<file path="src/assert_macros.svh">
// Assertion macros used by the arbiter back end.
`ifndef ASSERT_MACROS_SVH
`define ASSERT_MACROS_SVH
`ifndef ASSERT_OFF
`define ASSERT_ALWAYS(lbl, clk, rst_n, prop) \
    lbl: assert property (@(posedge clk) disable iff (!rst_n) (prop)) \
        else $error("assertion failed");
`define ASSERT_NEVER(lbl, clk, rst_n, prop) \
    lbl: assert property (@(posedge clk) disable iff (!rst_n) !(prop)) \
        else $error("assertion failed");
`else
`define ASSERT_ALWAYS(lbl, clk, rst_n, prop)
`define ASSERT_NEVER(lbl, clk, rst_n, prop)
`endif
`endif

</file>
<file path="src/rnea_pkg.sv">
// Types and constants of the ring neighbor exclusion arbiter.
`default_nettype none
package rnea_pkg;

    localparam int ACT_W      = 2;
    localparam int AGENT_W    = 3;
    localparam int KIND_W     = 2;
    localparam int SESS_W     = 16;
    localparam int ACK_W      = 7;
    localparam int OP_W       = 2;

    // up to three results per beat: two grants and a stop broadcast
    localparam int MAX_RESULTS = 3;
    localparam int SLOT_IW     = $clog2(MAX_RESULTS);

    localparam int QUEUE_DEPTH = 2;

    // input action codes
    localparam logic [ACT_W-1:0] ACT_REQ = 2'd0;
    localparam logic [ACT_W-1:0] ACT_REL = 2'd1;
    localparam logic [ACT_W-1:0] ACT_ACK = 2'd2;

    // result kinds
    localparam logic [KIND_W-1:0] KIND_GRANT = 2'd0;
    localparam logic [KIND_W-1:0] KIND_STOP  = 2'd1;
    localparam logic [KIND_W-1:0] KIND_HALT  = 2'd2;
    localparam logic [KIND_W-1:0] KIND_ERROR = 2'd3;

    // classified operations handed from front to back
    localparam logic [OP_W-1:0] OP_REQ = 2'd0;
    localparam logic [OP_W-1:0] OP_REL = 2'd1;
    localparam logic [OP_W-1:0] OP_ACK = 2'd2;
    localparam logic [OP_W-1:0] OP_BAD = 2'd3;

    localparam logic [ACK_W-1:0] ACK_MAX = 7'd127;

    typedef struct packed {
        logic [OP_W-1:0]    op;
        logic [AGENT_W-1:0] agent;
    } q_entry_t;

endpackage
`default_nettype wire

</file>
<file path="src/rnea_front.sv">
// Front end: accepts command beats and classifies them into operations.
`default_nettype none
module rnea_front #(
    parameter int PHILO_COUNT = 5
) (
    input  wire logic                        start,
    input  wire logic                        busy,
    input  wire logic [rnea_pkg::ACT_W-1:0]  action,
    input  wire logic [rnea_pkg::AGENT_W-1:0] agent_index,
    output logic                             push,
    output rnea_pkg::q_entry_t               push_entry
);
    import rnea_pkg::*;

    logic in_range;
    logic known;

    assign in_range = 32'(agent_index) < PHILO_COUNT;

    // decode action; unused codes are dropped here
    always_comb
    begin
        known            = 1'b1;
        push_entry.agent = agent_index;
        unique case (action)
            ACT_REQ: push_entry.op = in_range ? OP_REQ : OP_BAD;
            ACT_REL: push_entry.op = in_range ? OP_REL : OP_BAD;
            ACT_ACK: push_entry.op = OP_ACK;
            default:
            begin
                push_entry.op = OP_ACK;
                known         = 1'b0;
            end
        endcase
    end

    assign push = start && !busy && known;

endmodule
`default_nettype wire

</file>
<file path="src/rnea_queue.sv">
// Short operation queue between front and back.
`default_nettype none
module rnea_queue (
    input  wire logic               clk,
    input  wire logic               rst_n,
    input  wire logic               push,
    input  wire rnea_pkg::q_entry_t push_entry,
    input  wire logic               pop,
    output logic                    full,
    output logic                    head_valid,
    output rnea_pkg::q_entry_t      head_entry
);
    import rnea_pkg::*;

    localparam int PTR_W = (QUEUE_DEPTH > 1) ? $clog2(QUEUE_DEPTH) : 1;
    localparam int CNT_W = $clog2(QUEUE_DEPTH + 1);
    localparam logic [PTR_W-1:0] PTR_LAST = PTR_W'(QUEUE_DEPTH - 1);
    localparam logic [CNT_W-1:0] CNT_FULL = CNT_W'(QUEUE_DEPTH);

    q_entry_t         entry_reg [QUEUE_DEPTH];
    logic [PTR_W-1:0] wr_ptr_reg, wr_ptr_next;
    logic [PTR_W-1:0] rd_ptr_reg, rd_ptr_next;
    logic [CNT_W-1:0] count_reg, count_next;
    logic             do_push, do_pop;

    assign full       = count_reg == CNT_FULL;
    assign head_valid = count_reg != '0;
    assign head_entry = entry_reg[rd_ptr_reg];
    assign do_push    = push && !full;
    assign do_pop     = pop && head_valid;

    // pointer and fill count
    always_comb
    begin
        wr_ptr_next = wr_ptr_reg;
        rd_ptr_next = rd_ptr_reg;
        count_next  = count_reg;
        if (do_push)
        begin
            wr_ptr_next = (wr_ptr_reg == PTR_LAST) ? '0 : wr_ptr_reg + 1'b1;
        end
        if (do_pop)
        begin
            rd_ptr_next = (rd_ptr_reg == PTR_LAST) ? '0 : rd_ptr_reg + 1'b1;
        end
        if (do_push && !do_pop)
        begin
            count_next = count_reg + 1'b1;
        end
        else if (!do_push && do_pop)
        begin
            count_next = count_reg - 1'b1;
        end
    end

    always_ff @(posedge clk or negedge rst_n)
    begin
        if (!rst_n)
        begin
            wr_ptr_reg <= '0;
            rd_ptr_reg <= '0;
            count_reg  <= '0;
        end
        else
        begin
            wr_ptr_reg <= wr_ptr_next;
            rd_ptr_reg <= rd_ptr_next;
            count_reg  <= count_next;
        end
    end

    // entry storage
    always_ff @(posedge clk)
    begin
        if (do_push)
        begin
            entry_reg[wr_ptr_reg] <= push_entry;
        end
    end

endmodule
`default_nettype wire

</file>
<file path="src/rnea_back.sv">
// Back end: agent ring state, session counting and result sequencing.
`default_nettype none
`include "assert_macros.svh"
module rnea_back #(
    parameter int PHILO_COUNT = 5
) (
    input  wire logic                          clk,
    input  wire logic                          rst_n,
    input  wire logic                          q_valid,
    input  wire rnea_pkg::q_entry_t            q_entry,
    output logic                               q_pop,
    input  wire logic                          cfg_valid,
    input  wire logic [rnea_pkg::SESS_W-1:0]   session_limit,
    output logic                               result_strobe,
    output logic [rnea_pkg::KIND_W-1:0]        result_kind,
    output logic [rnea_pkg::AGENT_W-1:0]       granted_agent,
    output logic                               last
);
    import rnea_pkg::*;

    localparam int IDX_W = $clog2(PHILO_COUNT);
    localparam logic [IDX_W-1:0] IDX_LAST = IDX_W'(PHILO_COUNT - 1);
    localparam logic [ACK_W-1:0] ACK_HALT = ACK_W'(PHILO_COUNT);
    localparam logic [PHILO_COUNT-1:0] ONE = {{(PHILO_COUNT-1){1'b0}}, 1'b1};

    localparam logic ST_IDLE = 1'b0;
    localparam logic ST_EMIT = 1'b1;

    function automatic logic [IDX_W-1:0] left_of(input logic [IDX_W-1:0] i);
        return (i == '0) ? IDX_LAST : i - 1'b1;
    endfunction

    function automatic logic [IDX_W-1:0] right_of(input logic [IDX_W-1:0] i);
        return (i == IDX_LAST) ? '0 : i + 1'b1;
    endfunction

    function automatic logic [SESS_W-1:0] dec_sat(input logic [SESS_W-1:0] v);
        return (v != '0) ? v - 1'b1 : v;
    endfunction

    logic                   state_reg, state_next;
    logic [PHILO_COUNT-1:0] hold_reg, hold_next;
    logic [PHILO_COUNT-1:0] wait_reg, wait_next;
    logic [SESS_W-1:0]      sess_reg, sess_next;
    logic                   stopping_reg, stopping_next;
    logic [ACK_W-1:0]       acks_reg, acks_next;
    logic [KIND_W-1:0]      slot_kind_reg [MAX_RESULTS];
    logic [KIND_W-1:0]      slot_kind_next [MAX_RESULTS];
    logic [AGENT_W-1:0]     slot_agent_reg [MAX_RESULTS];
    logic [AGENT_W-1:0]     slot_agent_next [MAX_RESULTS];
    logic [MAX_RESULTS-1:0] slot_vld_reg, slot_vld_next;
    logic                   strobe_reg, strobe_next;
    logic [KIND_W-1:0]      kind_reg, kind_next;
    logic [AGENT_W-1:0]     agent_reg, agent_next;
    logic                   last_reg, last_next;

    logic [IDX_W-1:0]       a, l, r;
    logic [PHILO_COUNT-1:0] oh_a, oh_l, oh_r;
    logic [PHILO_COUNT-1:0] hold0, hold1, hold_rot;
    logic                   serv_a, gl, gr;
    logic [SESS_W-1:0]      sess_req, sess_l, sess_r;
    logic [ACK_W-1:0]       acks_inc;

    // operand decode and neighbor checks
    assign a      = IDX_W'(q_entry.agent);
    assign l      = left_of(a);
    assign r      = right_of(a);
    assign oh_a   = ONE << a;
    assign oh_l   = ONE << l;
    assign oh_r   = ONE << r;
    assign serv_a = !hold_reg[l] && !hold_reg[r];

    // release: free the agent, then try left, then right neighbor
    assign hold0  = hold_reg & ~oh_a;
    assign gl     = wait_reg[l] && !hold0[left_of(l)] && !hold0[right_of(l)];
    assign hold1  = gl ? (hold0 | oh_l) : hold0;
    assign gr     = wait_reg[r] && !hold1[left_of(r)] && !hold1[right_of(r)];

    assign sess_req = dec_sat(sess_reg);
    assign sess_l   = gl ? dec_sat(sess_reg) : sess_reg;
    assign sess_r   = gr ? dec_sat(sess_l) : sess_l;

    assign acks_inc = (acks_reg < ACK_MAX) ? acks_reg + 1'b1 : acks_reg;

    assign hold_rot = {hold_reg[PHILO_COUNT-2:0], hold_reg[PHILO_COUNT-1]};

    // execute one operation into the result slots, then shift them out
    always_comb
    begin
        logic [SLOT_IW-1:0] p;

        state_next    = state_reg;
        hold_next     = hold_reg;
        wait_next     = wait_reg;
        sess_next     = sess_reg;
        stopping_next = stopping_reg;
        acks_next     = acks_reg;
        slot_vld_next = slot_vld_reg;
        for (int i = 0; i < MAX_RESULTS; i++)
        begin
            slot_kind_next[i]  = slot_kind_reg[i];
            slot_agent_next[i] = slot_agent_reg[i];
        end
        strobe_next = 1'b0;
        kind_next   = kind_reg;
        agent_next  = agent_reg;
        last_next   = last_reg;
        q_pop       = 1'b0;
        p           = '0;

        unique case (state_reg)
            ST_IDLE:
            begin
                if (q_valid)
                begin
                    q_pop         = 1'b1;
                    slot_vld_next = '0;
                    for (int i = 0; i < MAX_RESULTS; i++)
                    begin
                        slot_kind_next[i]  = KIND_GRANT;
                        slot_agent_next[i] = '0;
                    end
                    if (stopping_reg)
                    begin
                        if (q_entry.op == OP_ACK)
                        begin
                            acks_next = acks_inc;
                            if (acks_inc == ACK_HALT)
                            begin
                                slot_kind_next[0] = KIND_HALT;
                                slot_vld_next[0]  = 1'b1;
                            end
                        end
                    end
                    else
                    begin
                        unique case (q_entry.op)
                            OP_BAD:
                            begin
                                slot_kind_next[0] = KIND_ERROR;
                                slot_vld_next[0]  = 1'b1;
                            end
                            OP_REQ:
                            begin
                                if (wait_reg[a])
                                begin
                                    slot_kind_next[0] = KIND_ERROR;
                                    slot_vld_next[0]  = 1'b1;
                                end
                                else if (serv_a)
                                begin
                                    hold_next          = hold_reg | oh_a;
                                    wait_next          = wait_reg & ~oh_a;
                                    sess_next          = sess_req;
                                    slot_kind_next[0]  = KIND_GRANT;
                                    slot_agent_next[0] = AGENT_W'(a);
                                    slot_vld_next[0]   = 1'b1;
                                    if (sess_req == '0)
                                    begin
                                        slot_kind_next[1] = KIND_STOP;
                                        slot_vld_next[1]  = 1'b1;
                                        stopping_next     = 1'b1;
                                    end
                                end
                                else
                                begin
                                    hold_next = hold_reg & ~oh_a;
                                    wait_next = wait_reg | oh_a;
                                end
                            end
                            OP_REL:
                            begin
                                if (!hold_reg[a])
                                begin
                                    slot_kind_next[0] = KIND_ERROR;
                                    slot_vld_next[0]  = 1'b1;
                                end
                                else
                                begin
                                    hold_next = gr ? (hold1 | oh_r) : hold1;
                                    wait_next = wait_reg & ~(gl ? oh_l : '0)
                                                         & ~(gr ? oh_r : '0);
                                    sess_next = sess_r;
                                    if (gl)
                                    begin
                                        slot_kind_next[p]  = KIND_GRANT;
                                        slot_agent_next[p] = AGENT_W'(l);
                                        slot_vld_next[p]   = 1'b1;
                                        p                  = p + 1'b1;
                                    end
                                    if (gr)
                                    begin
                                        slot_kind_next[p]  = KIND_GRANT;
                                        slot_agent_next[p] = AGENT_W'(r);
                                        slot_vld_next[p]   = 1'b1;
                                        p                  = p + 1'b1;
                                    end
                                    if (sess_r == '0)
                                    begin
                                        slot_kind_next[p] = KIND_STOP;
                                        slot_vld_next[p]  = 1'b1;
                                        stopping_next     = 1'b1;
                                    end
                                end
                            end
                            default:
                            begin
                                // acknowledgement while serving: ignored
                            end
                        endcase
                    end
                    if (slot_vld_next[0])
                    begin
                        state_next = ST_EMIT;
                    end
                end
            end
            ST_EMIT:
            begin
                strobe_next = 1'b1;
                kind_next   = slot_kind_reg[0];
                agent_next  = slot_agent_reg[0];
                last_next   = !slot_vld_reg[1];
                for (int i = 0; i < MAX_RESULTS - 1; i++)
                begin
                    slot_kind_next[i]  = slot_kind_reg[i+1];
                    slot_agent_next[i] = slot_agent_reg[i+1];
                end
                slot_vld_next = {1'b0, slot_vld_reg[MAX_RESULTS-1:1]};
                if (!slot_vld_reg[1])
                begin
                    state_next = ST_IDLE;
                end
            end
            default:
            begin
                state_next = ST_IDLE;
            end
        endcase

        // register write reloads the session counter
        if (cfg_valid)
        begin
            sess_next = session_limit;
        end
    end

    always_ff @(posedge clk or negedge rst_n)
    begin
        if (!rst_n)
        begin
            state_reg    <= ST_IDLE;
            hold_reg     <= '0;
            wait_reg     <= '0;
            sess_reg     <= '0;
            stopping_reg <= 1'b0;
            acks_reg     <= '0;
            slot_vld_reg <= '0;
            strobe_reg   <= 1'b0;
        end
        else
        begin
            state_reg    <= state_next;
            hold_reg     <= hold_next;
            wait_reg     <= wait_next;
            sess_reg     <= sess_next;
            stopping_reg <= stopping_next;
            acks_reg     <= acks_next;
            slot_vld_reg <= slot_vld_next;
            strobe_reg   <= strobe_next;
        end
    end

    // result payload
    always_ff @(posedge clk)
    begin
        for (int i = 0; i < MAX_RESULTS; i++)
        begin
            slot_kind_reg[i]  <= slot_kind_next[i];
            slot_agent_reg[i] <= slot_agent_next[i];
        end
        kind_reg  <= kind_next;
        agent_reg <= agent_next;
        last_reg  <= last_next;
    end

    assign result_strobe = strobe_reg;
    assign result_kind   = kind_reg;
    assign granted_agent = agent_reg;
    assign last          = last_reg;

    `ASSERT_NEVER(a_hold_wait_excl, clk, rst_n, |(hold_reg & wait_reg))
    `ASSERT_NEVER(a_neighbors_hold, clk, rst_n, |(hold_reg & hold_rot))
    `ASSERT_ALWAYS(a_last_ends_seq, clk, rst_n, strobe_reg && last_reg |-> state_reg == ST_IDLE)
    `ASSERT_ALWAYS(a_slots_packed, clk, rst_n, slot_vld_reg[2] |-> slot_vld_reg[1])

endmodule
`default_nettype wire

</file>
<file path="src/ring_neighbor_exclusion_arbiter.sv">
// The first result passes the queue, the result slots and the output register
// before it strobes. The back end takes an item only while idle and emits its
// results (0 to 3) one per cycle; a two-entry queue takes commands meanwhile.
// busy is high while that queue is full; results cannot be stalled.
// Reset clears all agents to idle, sessions to 0, stopping mode and ack count.
`default_nettype none
module ring_neighbor_exclusion_arbiter #(
    parameter int PHILO_COUNT = 5
) (
    input  wire logic                          clk,
    input  wire logic                          rst_n,
    input  wire logic                          start,
    output logic                               busy,
    input  wire logic [rnea_pkg::ACT_W-1:0]    action,
    input  wire logic [rnea_pkg::AGENT_W-1:0]  agent_index,
    input  wire logic                          cfg_valid,
    output logic                               cfg_ready,
    input  wire logic [rnea_pkg::SESS_W-1:0]   session_limit,
    output logic                               result_strobe,
    output logic [rnea_pkg::KIND_W-1:0]        result_kind,
    output logic [rnea_pkg::AGENT_W-1:0]       granted_agent,
    output logic                               last
);
    import rnea_pkg::*;

    logic     push;
    q_entry_t push_entry;
    logic     q_full;
    logic     q_valid;
    q_entry_t q_entry;
    logic     q_pop;

    // register writes take effect at once
    assign cfg_ready = 1'b1;
    assign busy      = q_full;

    rnea_front #(
        .PHILO_COUNT (PHILO_COUNT)
    ) u_front (
        .start       (start),
        .busy        (q_full),
        .action      (action),
        .agent_index (agent_index),
        .push        (push),
        .push_entry  (push_entry)
    );

    rnea_queue u_queue (
        .clk        (clk),
        .rst_n      (rst_n),
        .push       (push),
        .push_entry (push_entry),
        .pop        (q_pop),
        .full       (q_full),
        .head_valid (q_valid),
        .head_entry (q_entry)
    );

    rnea_back #(
        .PHILO_COUNT (PHILO_COUNT)
    ) u_back (
        .clk           (clk),
        .rst_n         (rst_n),
        .q_valid       (q_valid),
        .q_entry       (q_entry),
        .q_pop         (q_pop),
        .cfg_valid     (cfg_valid),
        .session_limit (session_limit),
        .result_strobe (result_strobe),
        .result_kind   (result_kind),
        .granted_agent (granted_agent),
        .last          (last)
    );

endmodule
`default_nettype wire

</file>
<file path="config.mk">
export PLATFORM = sky130hd
export DESIGN_NAME = ring_neighbor_exclusion_arbiter
export DESIGN_NICKNAME = d
export VERILOG_FILES = /design/src/rnea_pkg.sv /design/src/rnea_front.sv /design/src/rnea_queue.sv /design/src/rnea_back.sv /design/src/ring_neighbor_exclusion_arbiter.sv
export VERILOG_INCLUDE_DIRS = /design/src /design/src/src
export SDC_FILE = /design/constraint.sdc
export NUM_CORES = 1
export LEC_CHECK = 0
export BUFFER_PORTS_ARGS = -buffer_cell sky130_fd_sc_hd__buf_2
export CAP_MARGIN = 25
export CORE_MARGIN = 2
export CORE_UTILIZATION = 65
export DETAILED_ROUTE_END_ITERATION = 12
export PLACE_DENSITY_LB_ADDON = 0.12
export SYNTH_ARGS = -nofsm -noshare
export SYNTH_HDL_FRONTEND = slang
export SYNTH_SLANG_ARGS = --single-unit
</file>
<file path="constraint.sdc">
create_clock -name clk -period 12.2 [get_ports clk]
set_input_delay 1.83 -clock clk [delete_from_list [all_inputs] [get_ports clk]]
set_output_delay 1.83 -clock clk [all_outputs]
set_load 0.05 [all_outputs]
</file>
==> Word-level counts from Yosys, hierarchy flattened <==
Memory sizes are Yosys's and may differ from the RTL's.
Cells that the tools add are included.
{ "totals": {"ff_bits": 49, "latchBits": 0, "ram_bits": 25, "romBits": 0, "input_bits": 25, "elab_cells": 306, "memories": 3} }
{ "memory_table": {"columns": ["name", "depth", "word_bits", "read_ports", "rd_clocked_by_memory_dff", "wr", "line", "rtl"], "rows": [
  ["u_queue.entry_reg", 2, 5, 1, 0, 1, "rnea_queue.sv:20", "q_entry_t entry_reg [QUEUE_DEPTH];"],
  ["u_back.slot_agent_reg", 3, 3, 3, 0, 3, "rnea_back.sv:49", "logic [AGENT_W-1:0] slot_agent_reg [MAX_RESULTS];"],
  ["u_back.slot_kind_reg", 3, 2, 3, 0, 3, "rnea_back.sv:47", "logic [KIND_W-1:0] slot_kind_reg [MAX_RESULTS];"]
]} }
{ "op_classes": {"add_sub_neg": 14, "mul": 0, "n_div": 0, "order_cmp": 17, "n_eq_ne": 18, "n_shift": 3, "muxes": 171, "bitwise": 22, "n_reduce_logical": 44} }
{ "ops": {"columns": ["op", "n"], "rows": [
  ["16-bit two-way mux", 11],
  ["3-bit two-way mux", 24],
  ["2-bit two-way mux", 34],
  ["6-bit two-way mux", 9],
  ["5-bit two-way mux", 10],
  ["1-bit two-way mux", 46],
  ["9-bit two-way mux", 4],
  ["16-bit logical NOT", 2],
  ["16-bit case mux with 2 select lines", 1],
  ["16-bit nonzero test", 2],
  ["16-bit by 1-bit subtractor with 16-bit output (second input constant)", 2],
  ["1-bit binary-select mux with 3-bit select", 10],
  ["3-bit by 4-bit less-than comparator with 1-bit output (second input constant)", 7],
  ["5-bit bitwise AND", 4],
  ["5-bit OR", 4],
  ["5-bit case mux with 2 select lines", 2],
  ["1-bit logical AND", 15],
  ["5-bit inverter", 3],
  ["1-bit by 3-bit left shift with 5-bit output (first input constant)", 3],
  ["3-bit case mux with 2 select lines", 2],
  ["6-bit case mux with 2 select lines", 1],
  ["1-bit logical NOT", 10],
  ["3-bit by 1-bit adder with 3-bit output (second input constant)", 3],
  ["9-bit bitwise mux", 1],
  ["46 further kinds", 79]
]} }

==> Longest topological paths before layout <==
Gate-level depths: netlist of the first run.
An unclocked memory read counts as a cell.
{ "depth": {"ltp_word": 37, "ltp_mapped": 33, "ltp_nobuf": 26} }

==> Cells and area by module <==
From an unflattened synthesis of the first run, not the netlist that was laid out.
{ "unflattened": {"hier_cells": 798, "hier_area_um2": 6381.1} }
{ "modules_own_cells": {"columns": ["mod", "n_inst", "cells_per_inst", "area_per_inst_um2", "seq_area_each_um2"], "rows": [
  ["rnea_back", 1, 752, 5741.8, 1431.4],
  ["rnea_queue", 1, 35, 569.3, 400.4],
  ["rnea_front", 1, 9, 58.8, 0.0],
  ["ring_neighbor_exclusion_arbiter", 1, 2, 11.3, 0.0]
]} }

==> Worst setup path before layout of the first run <==
Ideal clock, no wire load.
{ "synth_path": {"path_kind": "register to register", "start": "register u_queue.rd_ptr_reg", "end": "memory u_back.slot_kind_reg[1][0] (netlist: u_back.slot_kind_reg[0][2]) (data pin)", "setup_time_ns": 0.165, "arrival_ns": 6.809, "required_ns": 12.035, "path_slack_ns": 5.226, "path_stages_with_launch": 34, "period_less_slack_ns": 6.974, "path_cell_list": "dfrtp_1 buf_6 clkbuf_1 mux2i_1 inv_1 ha_1 clkbuf_1 or2_2 nand2_1 inv_1 ha_1 ha_1 o211ai_1 o22ai_1 a21o_1 nor2_1 inv_2 clkbuf_1 buf_1 nor2_1 a21oi_1 ha_1 nand2_1 a221oi_1 nand4b_1 o2111ai_1 or3_1 clkbuf_2 buf_4 o211ai_1 a211oi_1 and4_4 nand2_4 o31ai_2"} }
{ "synth_lines": {"columns": ["item", "line", "rtl"], "rows": [
  ["start: declaration", "rnea_queue.sv:22", "logic [PTR_W-1:0] rd_ptr_reg, rd_ptr_next;"],
  ["start signal: assignment", "rnea_queue.sv:67", "rd_ptr_reg <= rd_ptr_next;"],
  ["end: declaration", "rnea_back.sv:47", null]
]} }

==> impl_metrics.json, run 1 <==
{
  "syn_area_um2": 6400,
  "rrSetupSlack_ns": 4.20,
  "vdd.ir_drop.worst_uv": 212.2,
  "cp_num_cells": 25,
  "cts_buffers": 9,
  "syn_to_final_growth_pct": 6.080,
  "viasPerCell": 7.277,
  "synth_fp_nets": 863,
  "power_frac_clock_pct": 10.7,
  "core_area_um2": 9684,
  "holdPathEnd": "u_back.result_kind[0]",
  "cpMostUsedCell": "ha_1",
  "critPathTopFamily": "simple AND/OR/NAND/NOR gates",
  "dpl.hpwl_mm": 16.08,
  "cp-start-kind": "flip-flop",
  "fin_crit_ns": 8.003,
  "grt_first_pass_wirelength_mm": 33.73,
  "critical_path.max_fanout": 27,
  "finalMaxSlewViolations": 0,
  "final_cells": 958,
  "p_leak_nw": 2.650,
  "drt_iter0_markers": 983,
  "die_y_um": 103.2,
  "min_path_cells": 0,
  "hold_buffers": 0,
  "dr_wl_met3_mm": 3.209,
  "cts_resized": 0,
  "grt_pass1_vias": 6208,
  "maxCapViolations": 0,
  "dieArea_um2": 10660,
  "crit_buf_inv": 2,
  "hp-start": "u_back.slot_kind_reg[0][0]",
  "cts_tree": "yes",
  "wl_met1_mm": 8.549,
  "p_comb_share_pct": 68.6,
  "fin_tns_setup_ns": 0,
  "pwr-share-seq_pct": 20.7,
  "nets": 865,
  "synth_seq_cells": 68,
  "drive_above_1_share_pct": 12.26,
  "syn_avg_cell_area_um2": 7.833,
  "worstPathRequired_ns": 12.40,
  "hold_viol_final": 0,
  "clk_pin_slew_ns": 0.08,
  "clock_sinks": 68,
  "placementRows": 36,
  "ys_warn_count": 0,
  "yosys.area.top_type": "dfrtp_1",
  "io_pins": 34,
  "wl_met2_mm": 9.331,
  "clk_path_buf_depth": 2,
  "swShare_pct": 57.31,
  "highest_layer": "met4",
  "htreeDepth": 3,
  "final_common_cell": "nor2_1",
  "ant_nets": 0,
  "place_inst": 939,
  "dieWidth_um": 103.2,
  "rr_endpoint": "u_back.slot_kind_reg[0][4]",
  "worst_slew_pin_slew_ns": 1.103,
  "seq_area_frac_synth_pct": 28.62,
  "timing.rr.start": "u_queue.rd_ptr_reg",
  "route.detailed.drc": 0,
  "antenna_found_initial": 1,
  "layout_common_cells": "nor2_1, nand2_1, o21ai_0",
  "max_clock_freq_ghz": 0.1249,
  "clk_latency_ns": 0.36,
  "start_util_pct": 66.09,
  "rsz0062_at_grt": "false",
  "synth_ff_type": "dfrtp_1",
  "synthArstFlopShare_pct": 61.76,
  "wl_per_cell_um": 22.87,
  "post-cts-setup-buffer-count": 0,
  "power_density_nw_per_um2": 290.8,
  "gp_congestion": 1.067,
  "switchingPower_w": 0.001131,
  "overflow": 0,
  "r2r_cells": 25,
  "crit_path_end_kind": "flip-flop",
  "slowest_delay_ns": 0.79,
  "status": "finished clean",
  "crit_path_top_delay_cell": "dfrtp_1",
  "drt_wl_total_mm": 21.91,
  "yosysTopAreaCellShare_pct": 16.42,
  "p_int_w": 0.0008430,
  "setup_viol": 0,
  "worst_ep_arrival_time_ns": 8.20,
  "synth.distinct_cells": 95,
  "yosys-top-cells-area": "dfrtp_1, edfxtp_1, nor2_1",
  "cts_root_buffer": "clkbuf_8",
  "hold_path_class": "reg -> reg",
  "period_share_pct": 65.60,
  "track_usage_pct": 41.77,
  "portBuffers": 32,
  "syn_inst": 817,
  "relSlewSlack_pct": 25.72,
  "synth_edf_count": 26,
  "dr.pass1.iters": 6,
  "grt_max_degree": 43,
  "skew_ns": 0.009459,
  "worstSetupPathType": "reg -> reg",
  "vias": 6971
}
==> per-layer routing <==
layer  up-vias  track usage [%]
met5         -                0
met4         0            14.37
met1      3217            58.82
met2       613            61.39
met3       124            12.37
li1       3017                -
==> how the worst max path moves through the flow <==
stage | slack (ns) | to | startpoint
after detailed placement | 4.47 | u_back.slot_kind_reg[0][4] | u_queue.rd_ptr_reg
after floorplan | 5.23 | u_back.slot_kind_reg[0][2] | u_queue.rd_ptr_reg
final | 4.20 | u_back.slot_kind_reg[0][4] | u_queue.rd_ptr_reg
after CTS | 4.45 | u_back.slot_kind_reg[0][4] | u_queue.rd_ptr_reg
after global routing | 3.71 | u_back.slot_kind_reg[0][4] | u_queue.rd_ptr_reg
after global placement | 4.95 | u_back.slot_kind_reg[0][2] | u_queue.rd_ptr_reg
==> cell families after synthesis <==
logic type | Yosys count | share of synthesized area [%]
compound gates | 246 | 25.63
xor+xnor | 32 | 4.497
fa+ha+maj | 21 | 4.106
buf+inv | 87 | 6.100
flops | 68 | 28.62
mux | 26 | 4.907
other cells | 1 | 0.05859
simple gates | 336 | 26.08
==> cells in the mapped netlist (5+ instances only) <==
cell type	count
buf_6	5
nand2_1	88
o22ai_1	6
nand4_1	10
o211ai_1	10
nor4_1	8
clkbuf_1	31
nor3_1	25
and2_1	5
nor2b_1	11
buf_4	5
o21ai_0	62
and3_1	8
dfrtp_1	42
nand3_1	33
edfxtp_1	26
inv_1	35
xnor2_1	22
nor2_1	91
xor2_1	9
a31oi_1	16
or3_1	9
or2_2	10
ha_1	21
mux2_2	10
nand2b_1	10
a211oi_1	17
a21oi_1	53
buf_2	5
a22oi_1	7
mux2i_1	12
==> area by class of cell <==
cell class              count  area [µm²]
multi-input cells         662        4185
clock inverters             7       98.84
clock buffers               9       123.9
flip-flops and latches     68        1832
inverters                  38       142.6
repair buffers             40       237.7
fillers                   734        2895
well taps                 133       166.4
diodes                      1       2.502
==> stage by stage <==
| stage | setup WS [ns] | hold WS, ns | instance area (µm²) | power (W) | utilization, % |
|---|---|---|---|---|---|
| 2_1_floorplan | 5.226 | 0.4003 | 6400 | 0.001352 | - |
| 3_3_place_gp | 4.954 | 0.4011 | 6531 | 0.001655 | 67.44 |
| 3_5_place_dp | 4.475 | 0.4045 | 6531 | 0.001687 | 67.44 |
| 4_1_cts | 4.450 | 0.4223 | 6754 | 0.001901 | 69.74 |
| 5_1_grt | 3.710 | 0.4248 | 6787 | 0.002080 | 70.08 |
| 6_report | 4.197 | 0.4239 | 6789 | 0.001974 | 70.10 |
==> power by group through the flow <==
stage	logic, W	registers [W]	clock network [W]
2_1_floorplan	0.000973	0.000379	0
3_3_place_gp	0.00126	0.000399	0
3_5_place_dp	0.00128	0.000405	0
4_1_cts	0.00129	0.000401	0.000210
5_1_grt	0.00145	0.000414	0.000219
6_report	0.00135	0.000409	0.000211
(Power assumes the default switching activity.)
==> inputs of run 2 (changes only) <==
Settings changed: ABC_AREA set to 1, CORE_UTILIZATION 65 to 63.
Clock period 12.2 ns to 7.9 ns, I/O delays scaled along.
==> impl_metrics.json, run 2 <==
{
  "antenna_found_initial": 0,
  "max_clock_freq_ghz": 0.1662,
  "synth_edf_count": 26,
  "placementRows": 36,
  "period_share_pct": 76.15,
  "grt_util_met1_pct": 44.17,
  "worstPathRequired_ns": 8.12,
  "io_pins": 34,
  "hold_buffers": 0,
  "gr-max-usage-layer": "met2",
  "grt_use_met3_pct": 7.863,
  "relSlewSlack_pct": 29.31,
  "route.detailed.drc": 0,
  "grt_max_degree": 43,
  "final_common_cell": "nand2_1",
  "die_y_um": 103.3,
  "htreeDepth": 3,
  "yosys.area.top_type": "nand2_1",
  "vias": 6520,
  "syn_area_um2": 6208,
  "portBuffers": 32,
  "drive_above_1_share_pct": 10.67,
  "dieArea_um2": 10660,
  "crit_path_top_delay_cell": "nand3_1",
  "synth.most_common_cell": "nand2_1",
  "crit_path_end_kind": "flip-flop",
  "core_area_um2": 9684,
  "nFillCells": 884,
  "setup_viol": 0,
  "seq_area_frac_synth_pct": 29.50,
  "slowest_delay_ns": 0.71,
  "cpMostUsedCell": "nand2_1",
  "finalMaxSlewViolations": 0,
  "clk_latency_ns": 0.36,
  "post-cts-setup-buffer-count": 0,
  "fin_tns_setup_ns": 0,
  "status": "finished clean",
  "drt_iter0_markers": 622,
  "cts_tree": "yes",
  "ys_warn_count": 0,
  "dpl.hpwl_mm": 13.72,
  "maxCapViolations": 0,
  "skew_ns": 0.008617,
  "cts_buffers": 9,
  "synthTopCellsByCount": "nand2_1, nor2_1, inv_1",
  "yosysTopAreaCellShare_pct": 17.65,
  "cp-start-kind": "flip-flop",
  "dieWidth_um": 103.3,
  "clock_sinks": 68,
  "gp_congestion": 0.9797,
  "critical_path.max_fanout": 26,
  "cts_root_buffer": "clkbuf_8",
  "synth.distinct_cells": 44,
  "worst_slew_pin_slew_ns": 1.056,
  "nets": 1025,
  "synth_ff_type": "dfrtp_1",
  "synthArstFlopShare_pct": 61.76,
  "dr.pass1.iters": 6,
  "worstSetupPathType": "reg -> reg",
  "drt_wl_total_mm": 18.76,
  "viasPerCell": 5.837,
  "synth_seq_cells": 68,
  "grt_pass1_vias": 5875,
  "yosys-top-cells-area": "nand2_1, dfrtp_1, edfxtp_1",
  "synth_fp_nets": 1009,
  "rsz0062_at_grt": "false",
  "overflow": 0,
  "gr-usage-met2_pct": 59.74,
  "hold_viol_final": 0,
  "syn_inst": 963,
  "syn_to_final_growth_pct": 6.429,
  "grt_first_pass_wirelength_mm": 29.37,
  "layout_common_cells": "nand2_1, nor2_1, inv_1",
  "clk_pin_slew_ns": 0.07,
  "track_usage_pct": 36.49,
  "start_util_pct": 64.11,
  "clk_path_buf_depth": 2,
  "worst_ep_arrival_time_ns": 6.24,
  "fin_crit_ns": 6.016,
  "wl_per_cell_um": 16.79,
  "hold_path_class": "reg -> reg",
  "place_inst": 1100,
  "antennaDiodeCount": 0,
  "cts_resized": 0,
  "syn_avg_cell_area_um2": 6.447,
  "final_cells": 1117,
  "ant_nets": 0
}
## run 2: changes by cell type after synthesis, sizes merged, moves of 11 or more
cell	delta
nand2	+223
xnor2	-22
clkbuf	-23
a21oi	-29
o221ai	+11
nand4	+21
a31oi	-13
nor2	+35
a211oi	-17
nand3	+36
inv	+78
mux2i	-14
nor2b	-11
## run 2: stage by stage
stage | hold slack (ns) | setup WS (ns) | util (%) | cell area (µm²)
6_report | 0.4206 | 1.884 | 68.23 | 6608
5_1_grt | 0.4280 | 1.304 | 68.23 | 6608
4_1_cts | 0.4201 | 2.052 | 68.02 | 6588
3_5_place_dp | 0.4045 | 2.103 | 65.76 | 6369
3_3_place_gp | 0.4017 | 2.275 | 65.76 | 6369
2_1_floorplan | 0.4003 | 3.286 | - | 6208
## run 2: logic make-up after synthesis
kind of cell,share of synthesized area [%]
simple gates,39.90
xor+xnor,2.821
buf+inv,10.32
fa+ha+maj,4.232
flops,29.50
other cells,0.06040
compound gates,13.16
## run 2: cell type report
class / count / area (µm²) / area share (%)
clock buffer: 12 / 145.1 / 2.197
clock inverter: 4 / 73.82 / 1.117
inverter: 117 / 444.2 / 6.722
multi-input combinational: 746 / 3736 / 56.54
sequential: 68 / 1832 / 27.72
tap: 133 / 166.4 / 2.518
timing repair buffer: 37 / 210.2 / 3.181
## run 2: worst paths after layout
kind	from	end	slack [ns]	cells past startpoint
setup / recovery	u_queue.rd_ptr_reg	u_back.slot_kind_reg[0][0]	1.88	28
hold / removal	u_back.slot_agent_reg[0][2]	u_back.granted_agent[2]	0.42	0
setup reg to reg	u_queue.rd_ptr_reg	u_back.slot_kind_reg[0][0]	1.88	28
hold reg to reg	u_back.slot_agent_reg[0][2]	u_back.granted_agent[2]	0.42	0
max in group asynchronous	rst_n	u_queue.count_reg[1]	6.68	2
min in group asynchronous	rst_n	asynchronous set/reset pin	0.73	1
## run 2: layer usage
layer | routed length (µm) | part of all wire (%)
met5 | 0 | 0
met4 | 1094 | 5.8
met3 | 1781 | 9.5
met2 | 8755 | 47
met1 | 7127 | 38
## run 2: worst max-delay path: cells and delay by family (launching register included)
kind                       cells  cell delay (ns)
AOI/OAI and AO/OA              2             0.62
adders and majority gates      2             0.55
buffers and inverters          2             0.22
DFF                            1             0.52
and+or+nand+nor               22             3.98
Power of run 2 is not shown: default switching activity piles up to over one toggle a cycle in this logic, so the estimate is an artifact.
